## src/rtl/fspf_pkg.sv

```systemverilog
// Shared constants for the filtered sample packet framer.
// Used by the top level; no dependencies.
package fspf_pkg;

    localparam int WINDOW_SIZE_DEF = 5;
    localparam int SAMPLE_W        = 12;
    localparam int BYTE_W          = 8;
    localparam int FRAME_LEN       = 8;
    localparam int BIDX_W          = 3;

    localparam logic [BYTE_W-1:0] SYNC_BYTE    = 8'hAA;
    localparam logic [BYTE_W-1:0] VERSION_BYTE = 8'h01;
    localparam logic [BYTE_W-1:0] KIND_BYTE    = 8'h02;
    localparam logic [BYTE_W-1:0] END_BYTE     = 8'hCC;

    // byte positions inside a frame
    localparam logic [BIDX_W-1:0] BI_SYNC    = 3'd0;
    localparam logic [BIDX_W-1:0] BI_VERSION = 3'd1;
    localparam logic [BIDX_W-1:0] BI_KIND    = 3'd2;
    localparam logic [BIDX_W-1:0] BI_FILTER  = 3'd3;
    localparam logic [BIDX_W-1:0] BI_VAL_HI  = 3'd4;
    localparam logic [BIDX_W-1:0] BI_VAL_LO  = 3'd5;
    localparam logic [BIDX_W-1:0] BI_CSUM    = 3'd6;
    localparam logic [BIDX_W-1:0] BI_END     = 3'd7;

    typedef enum logic [3:0] {
        ST_IDLE = 4'b0001,
        ST_READ = 4'b0010,
        ST_DIV  = 4'b0100,
        ST_EMIT = 4'b1000
    } state_t;

endpackage

```

## src/rtl/fspf_ram.sv

```systemverilog
// Generic single-write, single-read RAM with registered read data.
// No dependencies.
module fspf_ram #(
    parameter int WIDTH = 12,
    parameter int DEPTH = 5,
    parameter int ADDR_W = (DEPTH > 1) ? $clog2(DEPTH) : 1
) (
    input  logic              aclk,
    input  logic              we,
    input  logic [ADDR_W-1:0] waddr,
    input  logic [WIDTH-1:0]  wdata,
    input  logic              re,
    input  logic [ADDR_W-1:0] raddr,
    output logic [WIDTH-1:0]  rdata
);

    logic [WIDTH-1:0] mem_reg [DEPTH];
    logic [WIDTH-1:0] rdata_reg;

    always_ff @(posedge aclk) begin
        if (we) begin
            mem_reg[waddr] <= wdata;
        end
        if (re) begin
            rdata_reg <= mem_reg[raddr];
        end
    end

    assign rdata = rdata_reg;

endmodule

```

## src/rtl/filtered_sample_packet_framer.sv

```systemverilog
// Sample framer top level: button-controlled averaging filter and frame output.
// Depends on fspf_pkg and fspf_ram.
//
// Each request carries a button level and optionally a 12-bit sample. A falling
// button edge toggles filter mode, and turning the filter on restarts the window.
// Every sample is written to a WINDOW_SIZE-entry window RAM and produces one
// 8-byte frame (AA 01 02 F VH VL S CC, last byte flagged on m_tlast). A request
// without a sample produces no frame. With the filter off a sample goes straight
// to the frame output. With the filter on, N window entries are first read back
// one per cycle from the RAM and summed, where N is the number of entries held
// (at most WINDOW_SIZE), and the sum is then divided by N in a bit-serial divider
// of SUM_W = 12 + clog2(WINDOW_SIZE) steps to form the mean. Frame bytes are
// held while m_tready is low.
module filtered_sample_packet_framer
    import fspf_pkg::*;
#(
    parameter int WINDOW_SIZE = WINDOW_SIZE_DEF
) (
    input  logic        aclk,
    input  logic        aresetn,
    input  logic        s_tvalid,
    output logic        s_tready,
    input  logic [15:0] s_tdata,   // [0] button_level, [12:1] sample, rest zero
    input  logic        s_tuser,   // [0] sample_valid
    output logic        m_tvalid,
    input  logic        m_tready,
    output logic [7:0]  m_tdata,   // [7:0] out_byte
    output logic        m_tlast    // frame_last
);

    localparam int POS_W  = (WINDOW_SIZE > 1) ? $clog2(WINDOW_SIZE) : 1;
    localparam int CNT_W  = $clog2(WINDOW_SIZE + 1);
    localparam int SUM_W  = SAMPLE_W + $clog2(WINDOW_SIZE);
    localparam int STEP_W = $clog2(SUM_W);
    localparam logic [POS_W:0]    WIN_P = (POS_W + 1)'(WINDOW_SIZE);
    localparam logic [CNT_W-1:0]  WIN_C = CNT_W'(WINDOW_SIZE);
    localparam logic [STEP_W-1:0] STEP_LAST = STEP_W'(SUM_W - 1);

    state_t               state_reg, state_next;
    logic                 prev_btn_reg, prev_btn_next;
    logic                 filt_reg, filt_next;
    logic [POS_W-1:0]     pos_reg, pos_next;
    logic                 full_reg, full_next;
    logic [CNT_W-1:0]     cnt_reg, cnt_next;
    logic [CNT_W-1:0]     rd_idx_reg, rd_idx_next;
    logic                 rd_vld_reg, rd_vld_next;
    logic [SUM_W-1:0]     acc_reg, acc_next;
    logic [CNT_W-1:0]     rem_reg, rem_next;
    logic [SUM_W-1:0]     quo_reg, quo_next;
    logic [STEP_W-1:0]    step_reg, step_next;
    logic [SAMPLE_W-1:0]  value_reg, value_next;
    logic [BIDX_W-1:0]    bidx_reg, bidx_next;

    logic                 in_btn;
    logic                 in_vld;
    logic [SAMPLE_W-1:0]  in_sample;
    logic                 s_acc;
    logic                 btn_fall;
    logic                 restart;
    logic [POS_W-1:0]     pos_base;
    logic                 full_base;
    logic [POS_W:0]       pos_inc;
    logic                 wrap;
    logic [POS_W-1:0]     pos_after;
    logic                 full_after;

    logic                 ram_we;
    logic                 ram_re;
    logic [SAMPLE_W-1:0]  ram_rdata;
    logic [SUM_W-1:0]     acc_sum;
    logic [CNT_W:0]       trial;
    logic [CNT_W:0]       trial_sub;
    logic                 trial_ge;
    logic [BYTE_W-1:0]    csum;

    assign in_btn    = s_tdata[0];
    assign in_sample = s_tdata[12:1];
    assign in_vld    = s_tuser;

    assign s_tready = (state_reg == ST_IDLE);
    assign s_acc    = s_tvalid && s_tready;

    // button edge first, then the sample goes into the window
    assign btn_fall  = prev_btn_reg && !in_btn;
    assign restart   = btn_fall && !filt_reg;
    assign pos_base  = restart ? '0 : pos_reg;
    assign full_base = restart ? 1'b0 : full_reg;
    assign pos_inc   = {1'b0, pos_base} + 1'b1;
    assign wrap      = (pos_inc == WIN_P);
    assign pos_after = wrap ? '0 : pos_inc[POS_W-1:0];
    assign full_after = full_base || wrap;

    assign ram_we = s_acc && in_vld;
    assign ram_re = (state_reg == ST_READ) && (rd_idx_reg < cnt_reg);

    // reads start the cycle after the write commits, so no forwarding is needed
    fspf_ram #(
        .WIDTH (SAMPLE_W),
        .DEPTH (WINDOW_SIZE),
        .ADDR_W(POS_W)
    ) u_window (
        .aclk  (aclk),
        .we    (ram_we),
        .waddr (pos_base),
        .wdata (in_sample),
        .re    (ram_re),
        .raddr (rd_idx_reg[POS_W-1:0]),
        .rdata (ram_rdata)
    );

    assign acc_sum   = acc_reg + (rd_vld_reg ? SUM_W'(ram_rdata) : '0);

    // restoring divide, one quotient bit per cycle
    assign trial     = {rem_reg, quo_reg[SUM_W-1]};
    assign trial_ge  = (trial >= {1'b0, cnt_reg});
    assign trial_sub = trial - {1'b0, cnt_reg};

    always_comb begin
        state_next    = state_reg;
        prev_btn_next = prev_btn_reg;
        filt_next     = filt_reg;
        pos_next      = pos_reg;
        full_next     = full_reg;
        cnt_next      = cnt_reg;
        rd_idx_next   = rd_idx_reg;
        rd_vld_next   = rd_vld_reg;
        acc_next      = acc_reg;
        rem_next      = rem_reg;
        quo_next      = quo_reg;
        step_next     = step_reg;
        value_next    = value_reg;
        bidx_next     = bidx_reg;

        case (state_reg)
            ST_IDLE: begin
                if (s_acc) begin
                    prev_btn_next = in_btn;
                    filt_next     = filt_reg ^ btn_fall;
                    pos_next      = pos_base;
                    full_next     = full_base;
                    if (in_vld) begin
                        pos_next    = pos_after;
                        full_next   = full_after;
                        cnt_next    = full_after ? WIN_C : CNT_W'(pos_after);
                        rd_idx_next = '0;
                        rd_vld_next = 1'b0;
                        acc_next    = '0;
                        value_next  = in_sample;
                        bidx_next   = BI_SYNC;
                        state_next  = (filt_reg ^ btn_fall) ? ST_READ : ST_EMIT;
                    end
                end
            end
            ST_READ: begin
                acc_next    = acc_sum;
                rd_vld_next = ram_re;
                if (ram_re) begin
                    rd_idx_next = rd_idx_reg + 1'b1;
                end
                if ((rd_idx_reg == cnt_reg) && rd_vld_reg) begin
                    quo_next   = acc_sum;
                    rem_next   = '0;
                    step_next  = STEP_LAST;
                    state_next = ST_DIV;
                end
            end
            ST_DIV: begin
                if (trial_ge) begin
                    rem_next = trial_sub[CNT_W-1:0];
                    quo_next = {quo_reg[SUM_W-2:0], 1'b1};
                end else begin
                    rem_next = trial[CNT_W-1:0];
                    quo_next = {quo_reg[SUM_W-2:0], 1'b0};
                end
                step_next = step_reg - 1'b1;
                if (step_reg == '0) begin
                    // mean of 12-bit entries never exceeds 12 bits
                    value_next = quo_next[SAMPLE_W-1:0];
                    state_next = ST_EMIT;
                end
            end
            ST_EMIT: begin
                if (m_tready) begin
                    bidx_next = bidx_reg + 1'b1;
                    if (bidx_reg == BI_END) begin
                        state_next = ST_IDLE;
                    end
                end
            end
            default: begin
                state_next = ST_IDLE;
            end
        endcase
    end

    always_ff @(posedge aclk) begin
        if (!aresetn) begin
            state_reg    <= ST_IDLE;
            prev_btn_reg <= 1'b1;
            filt_reg     <= 1'b0;
            pos_reg      <= '0;
            full_reg     <= 1'b0;
            rd_vld_reg   <= 1'b0;
            bidx_reg     <= '0;
        end else begin
            state_reg    <= state_next;
            prev_btn_reg <= prev_btn_next;
            filt_reg     <= filt_next;
            pos_reg      <= pos_next;
            full_reg     <= full_next;
            rd_vld_reg   <= rd_vld_next;
            bidx_reg     <= bidx_next;
        end
    end

    always_ff @(posedge aclk) begin
        cnt_reg    <= cnt_next;
        rd_idx_reg <= rd_idx_next;
        acc_reg    <= acc_next;
        rem_reg    <= rem_next;
        quo_reg    <= quo_next;
        step_reg   <= step_next;
        value_reg  <= value_next;
    end

    assign csum = VERSION_BYTE + KIND_BYTE + {7'd0, filt_reg}
                + {4'd0, value_reg[11:8]} + value_reg[7:0];

    always_comb begin
        case (bidx_reg)
            BI_SYNC:    m_tdata = SYNC_BYTE;
            BI_VERSION: m_tdata = VERSION_BYTE;
            BI_KIND:    m_tdata = KIND_BYTE;
            BI_FILTER:  m_tdata = {7'd0, filt_reg};
            BI_VAL_HI:  m_tdata = {4'd0, value_reg[11:8]};
            BI_VAL_LO:  m_tdata = value_reg[7:0];
            BI_CSUM:    m_tdata = csum;
            BI_END:     m_tdata = END_BYTE;
            default:    m_tdata = END_BYTE;
        endcase
    end

    assign m_tvalid = (state_reg == ST_EMIT);
    assign m_tlast  = (bidx_reg == BI_END);

endmodule
```

## config.mk

```make
export PLATFORM = sky130hd
export DESIGN_NAME = filtered_sample_packet_framer
export DESIGN_NICKNAME = d
export VERILOG_FILES = /design/src/rtl/fspf_pkg.sv /design/src/rtl/fspf_ram.sv /design/src/rtl/filtered_sample_packet_framer.sv
export SDC_FILE = /design/constraint.sdc
export NUM_CORES = 1
export LEC_CHECK = 0
export BUFFER_PORTS_ARGS = -buffer_cell sky130_fd_sc_hd__buf_4
export CORE_ASPECT_RATIO = 0.6
export CORE_MARGIN = 1
export CORE_UTILIZATION = 50
export CTS_CLUSTER_DIAMETER = 120
export CTS_CLUSTER_SIZE = 14
export DETAILED_ROUTE_END_ITERATION = 10
export GPL_TIMING_DRIVEN = 0
export PLACE_DENSITY = 0.69
export SLEW_MARGIN = 15
export SYNTH_ARGS = -nofsm -noshare
export SYNTH_HDL_FRONTEND = slang
export SYNTH_SLANG_ARGS = --single-unit
```

## constraint.sdc

```tcl
create_clock -name aclk -period 3.5 [get_ports aclk]
set_clock_uncertainty 0.1 [all_clocks]
set_input_delay 0.7 -clock aclk [delete_from_list [all_inputs] [get_ports aclk]]
set_output_delay 0.7 -clock aclk [all_outputs]
set_load 0.05 [all_outputs]
```

Word level (Yosys, flattened, before mapping)
Memory sizes are Yosys's and may differ from the RTL's. A register that Yosys moved wholly into a read port is not among the register bits.
Cells that the tools add are included.
Widths: inputs -> output; s select.
{"block": "op_classes", "n_eq_ne": 20, "n_lt_le_gt_ge": 2, "n_addsub": 9, "bitwise": 1, "reduce_logical": 23, "muxes": 41}
{"operator": "$pmux 8 s8", "count": 1}
{"operator": "$pmux 15 s2", "count": 2}
{"operator": "$mux 12", "count": 4}
{"operator": "$mux 15", "count": 3}
{"operator": "$mux 4", "count": 8}
{"operator": "$mux 3", "count": 9}
{"operator": "$pmux 12 s2", "count": 1}
{"operator": "$pmux 3 s2", "count": 3}
{"operator": "$pmux 4 s4", "count": 1}
{"operator": "$add 15x12->15", "count": 1}
{"operator": "$eq 3x3->1 const B", "count": 4}
{"operator": "$reduce_and 4->1", "count": 3}
{"operator": "$ne 2x1->1 const B", "count": 5}
{"operator": "$add 5x8->8", "count": 1}
{"operator": "$eq 4x3->1 const B", "count": 2}
{"operator": "$pmux 4 s2", "count": 1}
{"operator": "$reduce_bool 2->1", "count": 4}
{"operator": "$mux 1", "count": 7}
{"operator": "$add 3x1->3 const B", "count": 2}
{"operator": "$eq 3x2->1 const B", "count": 2}
{"operator": "$logic_and 1x1->1", "count": 6}
{"operator": "$reduce_and 3->1", "count": 2}
{"operator": "$reduce_and 6->1", "count": 1}
{"operator": "$add 3x4->5", "count": 1}
{"operator": "other kinds (19)", "count": 22}
{"block": "word_totals", "reg_bits": 69, "n_memories": 1, "input_bits": 21, "ram_bits": 60}
{"name": "u_window.mem_reg", "words": 5, "width": 12, "read_ports": 1, "rd_clocked_by_memory_dff": 1, "write_ports": 1, "line_no": "fspf_ram.sv:17", "source": "logic [WIDTH-1:0] mem_reg [DEPTH];"}

Depth between registers and ports, before layout
{"block": "logic_depth", "ltp_word": 8, "mapped_depth": 12, "ltp_nobuf": 12}

By module
Synthesis repeated with hierarchy kept, for this count alone.
{"block": "hier_totals", "hier_cells": 632, "area_unflattened_um2": 7460.9}
{"mod": "filtered_sample_packet_framer", "seq_area_each_um2": 1931.9, "area_per_inst_um2": 4593.2, "cells_per_inst": 483, "n_inst": 1}
{"mod": "fspf_ram", "seq_area_each_um2": 2162.1, "area_per_inst_um2": 2867.8, "cells_per_inst": 149, "n_inst": 1}

Worst setup path after synthesis
OpenSTA, ideal clock, no wires.
{"block": "synth_path", "path_type": "flip-flop to output port", "start": "register value_reg[1]", "end": "output m_tdata[5]", "path_stages_with_launch": 11, "t_arrival_ns": 2.838, "path_slack_ns": -0.138, "n_path_buf": 0, "path_cell_list": "edfxtp_1 -> inv_1 -> ha_1 -> inv_1 -> ha_1 -> a21o_1 -> a21oi_1 -> o21ai_0 -> xor2_1 -> a22oi_1 -> o21ai_0"}
{"block": "synth_between", "elab_chain_len": 2}
{"item": "start: declaration", "line_no": "filtered_sample_packet_framer.sv:51", "source": "logic [SAMPLE_W-1:0] value_reg, value_next;"}
{"item": "start signal: assignment", "line_no": "filtered_sample_packet_framer.sv:223", "source": "value_reg <= value_next;"}
{"item": "$add 5x8->8", "line_no": "filtered_sample_packet_framer.sv:227", "source": "+ {4'd0, value_reg[11:8]} + value_reg[7:0];"}
{"item": "$pmux 8 s8", "line_no": "filtered_sample_packet_framer.sv:230", "source": "case (bidx_reg)"}
{"item": "end: declaration", "line_no": "filtered_sample_packet_framer.sv:27", "source": "output logic [7:0] m_tdata,"}
No other way between the ends.

Worst setup path in the final report
{"block": "layout_path", "start": "register value_reg[8]", "end": "output m_tdata[4]"}
{"block": "layout_between", "elab_chain_len": 3}
{"item": "$add 3x4->5", "line_no": "filtered_sample_packet_framer.sv:227"}
{"item": "$add 5x8->8", "line_no": "filtered_sample_packet_framer.sv:227"}
{"item": "$pmux 8 s8", "line_no": "filtered_sample_packet_framer.sv:230"}
No other way between the ends.

==> flow_summary.toml <==
[clock_network]
path_clk_slew_ps = 60
clk_latency_ps = 420
cts.sinks = 141
cts_max_path_buffers = 2
holdBufCountCts = 0
root_buffer = "clkbuf_16"
cts_tree = "done"
numCtsBuffers = 17
htree_levels = 4

[floorplanning]
start_util_pct = 52.7
die_h_um = 93.3
rows = 32
die_area_sq_um = 14400
pin_count = 32
die_w_um = 154
coreArea_sq_um = 13200

[route]
wl_um = 14700
wl_per_cell_um = 18.5
ant_nets = 0
drtPass1Iterations = 5
drc = 0
drtIter0Drc = 362
via_per_inst = 5.70
vias = 4535

[final_layout]
drive_gt1_share_pct = 20.9
mostFrequentLayoutCell = "edfxtp_1"
final_cell_mix = "127 x edfxtp_1, 78 x nand2_1, 36 x ha_1"
syn2layout_area_growth_pct = 18.4
largest_reg_flops = 60
filler_cell_count = 1011
diodes = 0
num-nets-final = 676
stdcell_count = 796

[grt]
grt_pass1_wl_um = 23400
grt_pass1_vias = 4402
use_met3_pct = 5.14
grt_max_degree = 17
top_usage_layer = "met1"
grt_usage_pct = 22.0
use_met1_pct = 32.5
antenna_found_initial = 0
grt_overflow = 0
gr-usage-met2_pct = 32.0

[synth]
synth_area_sq_um = 6940
synthCells = 554
synth_top_area_share_pct = 55.0
seq_area_frac_synth_pct = 59.0
synth_edf_count = 127
async_reset_ff_share_pct = 0
yosys_warnings = 0
synth_seq_cells = 141
syn-num-nets = 617
synth_area_per_cell_sq_um = 12.5
yosys.cell_types.count = 55
yosysTopAreaCell = "edfxtp_1"
synth_flop_cell = "edfxtp_1"
synthTopCellsByArea = "edfxtp_1 55%, ha_1 7.0%, nand2_1 4.2%"

[placement]
placed_cells = 759
gp_congestion = 0.894
dp_hpwl_um = 10900
io_buffers = 28

[job]
maxCapViolCount = 0

[sta]
worst_pin_slew_ps = 1050
slew_viol_final = 0
setup_tns_ps = 0
rsz0062_at_grt = "yes"
period_minus_slack_ps = 3470
timing.hold.ws_ps = 371
relSlewSlack_pct = 29.8
finalHoldViolCount = 0
fmax_ghz = 0.288
setup_viol = 0
finalCritPeriodShare_pct = 99.1

[status]
status = "finished, final reports clean"

[critical_path]
crit_path_top_delay_cell = "edfxtp_1"
worstPathRequired_ps = 2700
crit_buf_inv = 5
cp_common_cell = "inv_1"
crit_arrival_ps = 2670
end_kind = "output pin"
cp_max_fo = 2
crit_chain = "inv_1 -> ha_1 -> inv_1 -> ha_2 -> inv_2 -> fa_2 -> nor2b_2 -> o21ai_2 -> a21boi_2 -> buf_4 -> nor2_2 -> a22oi_1 -> nor2_1 -> buf_6"
path_delay_family = "adder cells"
start_kind = "flip-flop"
max_stage_delay_ps = 400
critPathKind = "flip-flop to output pin"

[power]
leakage_nw = 3.08
finalPower_mw = 5.29
power-per-cell-area_nw_per_um2 = 644
ir_drop_v = 0.000436

[min_path]
hp-class = "flip-flop to flip-flop"
[power breakdown]
part / internal, mW / switching, mW / leakage [nW]
clock network: 1.28 / 0.721 / 0.319
registers: 2.04 / 0.110 / 1.27
logic: 0.478 / 0.654 / 1.49
[worst reg2reg max path, stage by stage (launching register included)]
cell and delay [ps]:
dfxtp_1 380, clkbuf_1 240, and2_1 200, ha_1 200, fa_1 410, a21oi_1 230
o21ai_1 110, a21oi_1 480, o22ai_1 200, xnor2_1 230, o21ai_1 160
[metrics by stage]
| step | cell area (sq um) | worst slack [ps] | util [%] |
|---|---|---|---|
| after floorplan | 6940 | 47.1 | - |
| after global placement | 7360 | -498 | 55.9 |
| after detailed placement | 7450 | 123 | 56.5 |
| after CTS | 8140 | 2.95 | 61.8 |
| after global routing | 8210 | -125 | 62.3 |
| final | 8210 | 32.4 | 62.3 |
[metal layers]
metal	share of wire (%)	vias to the layer above
met5	0	-
met4	0.93	0
met3	6.2	15
met2	43	139
met1	50	2217
li1	-	2164
[cells by family after synthesis]
logic type      count (synthesis)  share of synthesized area (%)
simple gates                  184                           13.5
buf+inv                        48                           2.81
flops                         141                           59.0
mux                            26                           6.15
compound gates                 93                           8.10
xor+xnor                       20                           2.52
fa+ha+maj                      42                           7.90
[synthesized netlist by cell type (2+ instances only)]
master    instances
a21boi_1          5
a21o_1            6
a21oi_1          22
a222oi_1          2
a22oi_1           4
a31oi_1           5
a32oi_1           3
and2_1           21
and3_1            3
buf_1             2
buf_2             3
clkbuf_1         11
dfxtp_1          14
edfxtp_1        127
fa_1              3
ha_1             39
inv_1            29
mux2_2           13
mux4_2           12
nand2_1          78
nand2b_1          4
nand3_1          11
nand4_1           5
nor2_1           34
nor2b_1           5
nor3_1            3
nor3b_1           2
nor4_1            4
nor4b_4           2
o211ai_1          2
o21ai_0          21
o21ai_1          14
o21bai_1          2
o22ai_1           2
or3b_1            2
or4b_1            2
xnor2_1          13
xor2_1            7
[layout make-up]
type	instances	area, sq um	area share (%)
clock buffers	18	429	5.23
flip-flops and latches	141	4100	49.9
multi-input cells	365	2740	33.3
clock inverters	14	233	2.83
repair buffers	40	309	3.76
plain buffers	18	83.8	1.02
well taps	170	213	2.59
inverters	30	113	1.37
[repair_timing]
action                     CTS  global route
gates resized for setup      8            16
setup endpoints to repair    4             6
setup buffers                3             2
pin swaps                    2             4
[worst paths after layout]
kind	start	to	slack, ps	cells past startpoint
setup / recovery	value_reg[8]	m_tdata[4]	30	14
hold reg to reg	prev_btn_reg	prev_btn_reg	370	2
hold / removal	prev_btn_reg	prev_btn_reg	370	2
setup reg to reg	rd_vld_reg	quo_reg[14]	270	10
(Power assumes the default switching activity.)
